`config.mk`:
```
export PLATFORM = sky130hd
export DESIGN_NAME = rt_cell
export DESIGN_NICKNAME = d
export VERILOG_FILES = /design/src/rtl/rt_pkg.sv /design/src/rtl/rt_modmul.sv /design/src/rtl/rt_cell.sv
export SDC_FILE = /design/constraint.sdc
export NUM_CORES = 2
export LEC_CHECK = 0
export BUFFER_PORTS_ARGS = -buffer_cell sky130_fd_sc_hd__buf_2
export CAP_MARGIN = 5
export CELL_PAD_IN_SITES_DETAIL_PLACEMENT = 1
export CELL_PAD_IN_SITES_GLOBAL_PLACEMENT = 2
export CORE_MARGIN = 5
export CORE_UTILIZATION = 43
export DETAILED_ROUTE_END_ITERATION = 10
export GPL_TIMING_DRIVEN = 0
export HOLD_SLACK_MARGIN = 0.15
export PLACE_DENSITY = 0.84
export SLEW_MARGIN = 20
export SYNTH_ARGS = -nofsm -noshare
export SYNTH_HDL_FRONTEND = slang
export SYNTH_HIERARCHICAL = 1
export SYNTH_SLANG_ARGS = --single-unit
```
`constraint.sdc`:
```
create_clock -name i_clk -period 11.1 [get_ports i_clk]
set_clock_uncertainty 0.2 [all_clocks]
set_input_delay 1.665 -clock i_clk [delete_from_list [all_inputs] [get_ports i_clk]]
set_output_delay 1.665 -clock i_clk [all_outputs]
set_load 0.05 [all_outputs]
```
`src/rtl/rt_pkg.sv`:
```
// Package with the residue types and fixed constants of the primitive root test.
`default_nettype none

package rt_pkg;

    // Width of a residue modulo the prime and of the candidate field.
    localparam int RES_W  = 31;
    localparam int CAND_W = 31;
    localparam int PROD_W = 2 * RES_W;

    // Width of the exponents; the largest one, (p-1)/2, fits in 30 bits.
    localparam int EXP_W  = 30;

    // The prime 2^30 + 2^13 + 1.
    localparam logic [RES_W-1:0] PRIME = 31'h4000_2001;

    // Exponents (p-1)/2, (p-1)/3 and (p-1)/43691.
    localparam logic [EXP_W-1:0] EXP_A = 30'h2000_1000;
    localparam logic [EXP_W-1:0] EXP_B = 30'h1555_6000;
    localparam logic [EXP_W-1:0] EXP_C = 30'h0000_6000;

    // One cell per exponent bit.
    localparam int NUM_CELLS = EXP_W;
    localparam int NUM_EXP   = 3;

    typedef logic [RES_W-1:0] t_residue;
    typedef t_residue [NUM_EXP-1:0] t_acc_set;

endpackage

`default_nettype wire

```
`src/rtl/rt_modmul.sv`:
```
// Three-stage pipelined multiplier modulo the prime 2^30 + 2^13 + 1.
`default_nettype none

module rt_modmul
    import rt_pkg::*;
(
    input  wire logic     i_clk,
    input  wire logic     i_en,
    input  wire t_residue i_a,
    input  wire t_residue i_b,
    output t_residue      o_r
);

    logic [PROD_W-1:0]       r_prod;
    logic signed [44:0]      r_fold;
    logic signed [44:0]      n_fold;
    logic [14:0]             n_neg;
    logic [13:0]             n_u;
    logic [RES_W-1:0]        n_sum;
    t_residue                r_res;
    t_residue                n_res;

    // First fold: 2^30 is congruent to -(2^13 + 1), so high*2^30 + low maps to
    // low - high*(2^13+1). The high part has 32 bits and its top bit is always clear.
    always_comb begin
        n_fold = $signed({15'b0, r_prod[29:0]})
               - $signed({13'b0, r_prod[PROD_W-1:30]})
               - $signed({r_prod[PROD_W-1:30], 13'b0});
    end

    // Second fold: the upper part is small and non-positive, so its magnitude is added back.
    always_comb begin
        n_neg = 15'd0 - r_fold[44:30];
        n_u   = n_neg[13:0];
        n_sum = {1'b0, r_fold[29:0]} + {17'b0, n_u} + {4'b0, n_u, 13'b0};
        if (n_sum >= PRIME) begin
            n_res = n_sum - PRIME;
        end else begin
            n_res = n_sum;
        end
    end

    // Product, first fold and final residue each sit in a register.
    always_ff @(posedge i_clk) begin
        if (i_en) begin
            r_prod <= i_a * i_b;
            r_fold <= n_fold;
            r_res  <= n_res;
        end
    end

    assign o_r = r_res;

endmodule

`default_nettype wire

```
`src/rtl/rt_cell.sv`:
```
// One exponent bit: squares the running power and multiplies it into the accumulators whose bit is set.
`default_nettype none

module rt_cell
    import rt_pkg::*;
#(
    parameter logic [NUM_EXP-1:0] MUL_SEL = 3'b000
) (
    input  wire logic     i_clk,
    input  wire logic     i_rst_n,
    input  wire logic     i_en,
    input  wire logic     i_valid,
    input  wire t_residue i_sq,
    input  wire t_acc_set i_acc,
    output logic          o_valid,
    output t_residue      o_sq,
    output t_acc_set      o_acc
);

    logic [2:0] r_valid;

    // Valid bits follow the three multiplier stages.
    always_ff @(posedge i_clk) begin
        if (!i_rst_n) begin
            r_valid <= '0;
        end else if (i_en) begin
            r_valid <= {r_valid[1:0], i_valid};
        end
    end

    assign o_valid = r_valid[2];

    // The running power is squared for the next bit.
    rt_modmul u_sq (
        .i_clk (i_clk),
        .i_en  (i_en),
        .i_a   (i_sq),
        .i_b   (i_sq),
        .o_r   (o_sq)
    );

    // Each accumulator either multiplies or passes through three delay registers that match the multiplier stages.
    for (genvar g = 0; g < NUM_EXP; g++) begin : g_acc
        if (MUL_SEL[g]) begin : g_mul
            rt_modmul u_mul (
                .i_clk (i_clk),
                .i_en  (i_en),
                .i_a   (i_acc[g]),
                .i_b   (i_sq),
                .o_r   (o_acc[g])
            );
        end else begin : g_dly
            t_residue r_d0, r_d1, r_d2;
            always_ff @(posedge i_clk) begin
                if (i_en) begin
                    r_d0 <= i_acc[g];
                    r_d1 <= r_d0;
                    r_d2 <= r_d1;
                end
            end
            assign o_acc[g] = r_d2;
        end
    end

endmodule

`default_nettype wire

```
After elaboration in Yosys (flattened, before gate mapping)
Index checks and enable logic that the tools add are counted.
{ "op_classes": {"order_cmp": 1, "mul": 1, "addsub": 6, "n_mux": 1} }
{ "op_table": {"columns": ["op", "n"], "rows": [
  ["multiplier 31 x 31 -> 62 bit", 1],
  ["subtractor 33 x 44 -> 44 bit", 1],
  ["subtractor 30 x 32 -> 33 bit", 1],
  ["adder 30 x 14 -> 31 bit", 1],
  ["adder 31 x 27 -> 31 bit", 1],
  [">= comparator 31 bit, second input constant", 1],
  ["two-way mux 31 bit", 1],
  ["subtractor 31 bit, second input constant", 1],
  ["subtractor 1 x 14 -> 14 bit, first input constant", 1]
]} }
{ "word_totals": {"reg_bits": 419, "output_inout_bits": 125, "word_cells": 22, "in_bits": 128} }

Longest topological paths before layout
{ "logic_depth": {"word_depth": 5, "ltp_mapped": 31, "depth_no_buf": 29} }

Modules after synthesis
Netlist, hierarchy kept.
{ "by_module_without_submodules": {"columns": ["mod", "instances", "seq_area_each_um2", "cells_per_inst", "area_each_um2"], "rows": [
  ["rt_modmul", 1, 4113.9, 4393, 41013.1],
  ["rt_cell", 1, 8438.1, 288, 8486.9]
]} }

Worst setup path before layout
No wires, ideal clock.
{ "synth_path": {"path_type": "input-to-reg", "startpoint": "input port i_sq[12]", "endpoint": "register u_sq.r_prod[52], data pin", "t_arrival_ns": 8.701, "setup_time_ns": 0.137, "path_buffers": 2, "path_slack_ns": 2.062, "required_ns": 10.763, "path_stages": 26, "path_cell_list": "clkbuf_1 nand2_1 fa_1 inv_1 fa_1 inv_1 fa_1 fa_1 inv_1 fa_1 inv_1 fa_1 fa_1 fa_1 inv_1 ha_1 clkbuf_1 nand4_1 nor4_1 a211oi_1 o21ai_0 o211ai_1 a21oi_1 a31oi_1 or4b_2 nand4_1"} }
{ "synth_via": {"elab_chain_len": 1} }
{ "synth_rtl": {"columns": ["element", "line", "text"], "rows": [
  ["from (decl)", "rt_cell.sv:13", "input wire t_residue i_sq,"],
  ["multiplier 31 x 31 -> 62 bit", "rt_modmul.sv:46", "r_prod <= i_a * i_b;"],
  ["to (signal assigned)", "rt_modmul.sv:46", null],
  ["to (decl)", "rt_modmul.sv:14", "logic [PROD_W-1:0] r_prod;"]
]} }
No other way between the ends.
A chain may end at the register's enable or synchronous reset.

Worst setup path after layout
{ "layout_path": {"startpoint": "input port i_sq[5]", "endpoint": "register u_sq.r_prod[60], data pin"} }
Same word-level chain as after synthesis.

==> run_results.csv <==
group,metric,value,unit
worst_setup_path,r2r_cells,22,
worst_setup_path,reg2reg_slack,4.48,ns
sta,finalSetupViolCount,0,
synthesis,synth_nets,6021,
clocking,cts_tree,"built",
global_route,grt-busiest-layer,"met2",
clocking,cts_htree_levels,2,
final_layout,register_area,12600,µm²
drt,drt_pre_antenna_iters,5,
drt,vias,35200,
floorplanning,die_x,349,µm
clocking,cts_sinks,419,
global_route,gr-total-overflow,0,
global_route,grt_first_pass_wirelength,252000,µm
drt,drc,0,
floorplanning,core_area,114000,µm²
drt,via_per_inst,5.39,
global_route,antenna_found_initial,28,
worst_setup_path,r2r-start,"u_sq/r_fold[37]$_DFFE_PP_",
final_layout,drive_gt1_share,7.50,%
synthesis,syn_area_per_cell,10.6,µm²
final_layout,fin_nets,6318,
place,dp.cells,6450,
synthesis,yosys_warnings,6,
worst_setup_path,cp-end-kind,"flop",
place,place.gp.congestion,0.979,
synthesis,yosysTopAreaCell,"fa_1",
worst_setup_path,critPathBufInv,7,
synthesis,async_flop_share,0,%
synthesis,yosysSeqAreaShare,25.4,%
worst_setup_path,criticalPathCategory,"input port to flop",
worst_setup_path,r2r-end,"u_sq/o_r[3]$_DFFE_PP_",
sta,hold_viol_final,0,
clocking,root_buffer,"clkbuf_16",
run,cap_violations,0,
place,io_buffers,252,
floorplanning,pin_count,253,
synthesis,synth_area_leaders,"fa_1 34%, edfxtp_1 25%, ha_1 9.4%",
clocking,cts_setup_buffers,0,
worst_setup_path,arrival,10.86,ns
worst_setup_path,critPathLaunchType,"input port",
min_path,holdPathEnd,"g_acc[0].g_dly.r_d1[21]$_DFFE_PP_",
min_path,min_from,"g_acc[0].g_dly.r_d0[21]$_DFFE_PP_",
sta,setup-tns-final,0,ns
clocking,clk_pin_slew,0.07,ns
floorplanning,start_util,43.3,%
global_route,gr-usage-met2,46.5,%
worst_setup_path,critPathMaxFanout,10,
drt,drt_iter0_drc,2349,
global_route,grt_pass1_vias,38500,
synthesis,syn_area,49500,µm²
worst_setup_path,cp.required,11.18,ns
final_layout,final_cells,6530,
floorplanning,die_y,349,µm
synthesis,yosysTopAreaCellShare,34.0,%
final_layout,num-fill-cells,12700,
synthesis,yosysUniqueCellTypes,88,
outcome,status,"complete, no violations",
global_route,grt_util_met3,5.94,%
min_path,min_path_cells,0,
worst_setup_path,path_delay_family,"adder cells",
place,dp.final_hpwl,139000,µm
sta,period_minus_slack,10.78,ns
sta,drv_slew,0,
clocking,cts_buffers,38,
synthesis,synth_most_common_cell,"inv_1",
sta,rsz0062_at_grt,"false",
global_route,grtUsageTotal,28.1,%
worst_setup_path,slowest_delay,0.87,ns
min_path,min_path_type,"flop to flop",
synthesis,synth_edf_count,416,
global_route,grt_max_degree,109,
worst_setup_path,cp_slowest_cell,"clkdlybuf4s15_1",
drt,drtAntennaViolNets,0,
sta,fmax,0.0927,GHz
synthesis,ys_ff_latch,419,
final_layout,area_delta_synth_final,9.15,%
sta,tightest_slew,1.26,ns
clocking,clk_latency,0.55,ns
drt,routed_wl,172000,µm
sta,relSlewSlack,15.7,%
worst_setup_path,crit_path_frequent_cell,"fa_1",
synthesis,ys.flop_type,"edfxtp_1",
synthesis,synth_common_cells,"884 x inv_1, 841 x fa_1, 541 x nand2_1, 510 x and2_1, 416 x edfxtp_1",
sta,min_period_over_period,97.2,%
final_layout,multiInputGateArea,32800,µm²
floorplanning,rows,124,
floorplanning,die_area,122000,µm²
clocking,clockBufferDepth,3,
synthesis,synthCells,4681,
drt,wl_per_cell,26.3,µm
sta,holdWs,0.214,ns
global_route,grtUsageMet1,35.5,%
[cell type report]
class                           instances  share of cell area, %
Antenna cell                           15                 0.0695
Buffer                                219                   1.64
Clock buffer                           44                   1.84
Clock inverter                         21                  0.357
Inverter                              884                   6.14
Multi-Input combinational cell       3159                   60.6
Sequential cell                       419                   23.2
Tap cell                             1512                   3.50
Timing Repair Buffer                  257                   2.58
[worst max path at each step]
stage / from / to / slack (ns) / depth (start not counted)
finish: i_sq[5] / u_sq/r_prod[60]$_DFFE_PP_ / 0.32 / 28
CTS: i_sq[5] / u_sq/r_prod[60]$_DFFE_PP_ / 0.38 / 28
global route: i_sq[10] / u_sq/r_prod[60]$_DFFE_PP_ / 0.002 / 29
detailed placement: i_sq[5] / u_sq/r_prod[60]$_DFFE_PP_ / -0.19 / 28
global placement: i_sq[5] / u_sq/r_prod[60]$_DFFE_PP_ / -0.13 / 28
floorplan: i_sq[12] / u_sq/r_prod[52]$_DFFE_PP_ / 2.06 / 26
[per-layer routing]
metal  part of all wire [%]  vias up
li1                       -    15200
met1                     39    18200
met2                     47     1356
met3                    8.1      345
met4                    5.4        6
met5                  0.023        -
[metrics by stage]
stage | util [%] | area, µm² | setup WS [ns]
final | 47.3 | 54000 | 0.316
after detailed placement | 46.2 | 52800 | -0.195
after global placement | 46.0 | 52700 | -0.133
after CTS | 47.2 | 54000 | 0.382
after global routing | 47.2 | 54000 | 0.00246
after floorplan | - | 49500 | 2.06
[cell usage in the layout (no fill, tap or decap), types with 49 or more instances in the layout]
master,n
a21o_1,73
a21oi_1,126
and2_1,510
buf_2,257
clkbuf_1,200
edfxtp_1,416
fa_1,841
ha_1,371
inv_1,884
nand2_1,541
nor2_1,96
o21ai_0,58
xnor2_1,115
xor2_1,49
[registers in the layout, summed over array words and instances, names as in the netlist]
signal / count
g_acc.g_dly.r_d1: 93
g_acc.g_dly.r_d2: 93
g_acc.g_dly.r_d0: 93
u_sq/r_prod: 62
u_sq/o_r: 31
r_valid: 3
u_sq/r_fold: 44
[kinds of logic (layout without fill, tap and decap cells)]
| kind of cell | count (synthesis) | in the layout | share of synthesized area, % |
|---|---|---|---|
| flops | 419 | 419 | 25.4 |
| simple gates | 1347 | 1347 | 13.8 |
| other cells | 0 | 15 | 0 |
| compound gates | 429 | 429 | 5.89 |
| mux | 6 | 6 | 0.121 |
| xor+xnor | 165 | 165 | 2.96 |
| buf+inv | 1103 | 1425 | 8.46 |
| fa+ha+maj | 1212 | 1212 | 43.4 |
[what timing repair did]
action                                  in CTS  in global routing
hold buffers                                 0                  0
endpoints found under the setup margin       0                  1
gates resized for setup                      0                  6
Power is not shown: default switching activity piles up to over one toggle a cycle in this logic, so the estimate is an artifact.
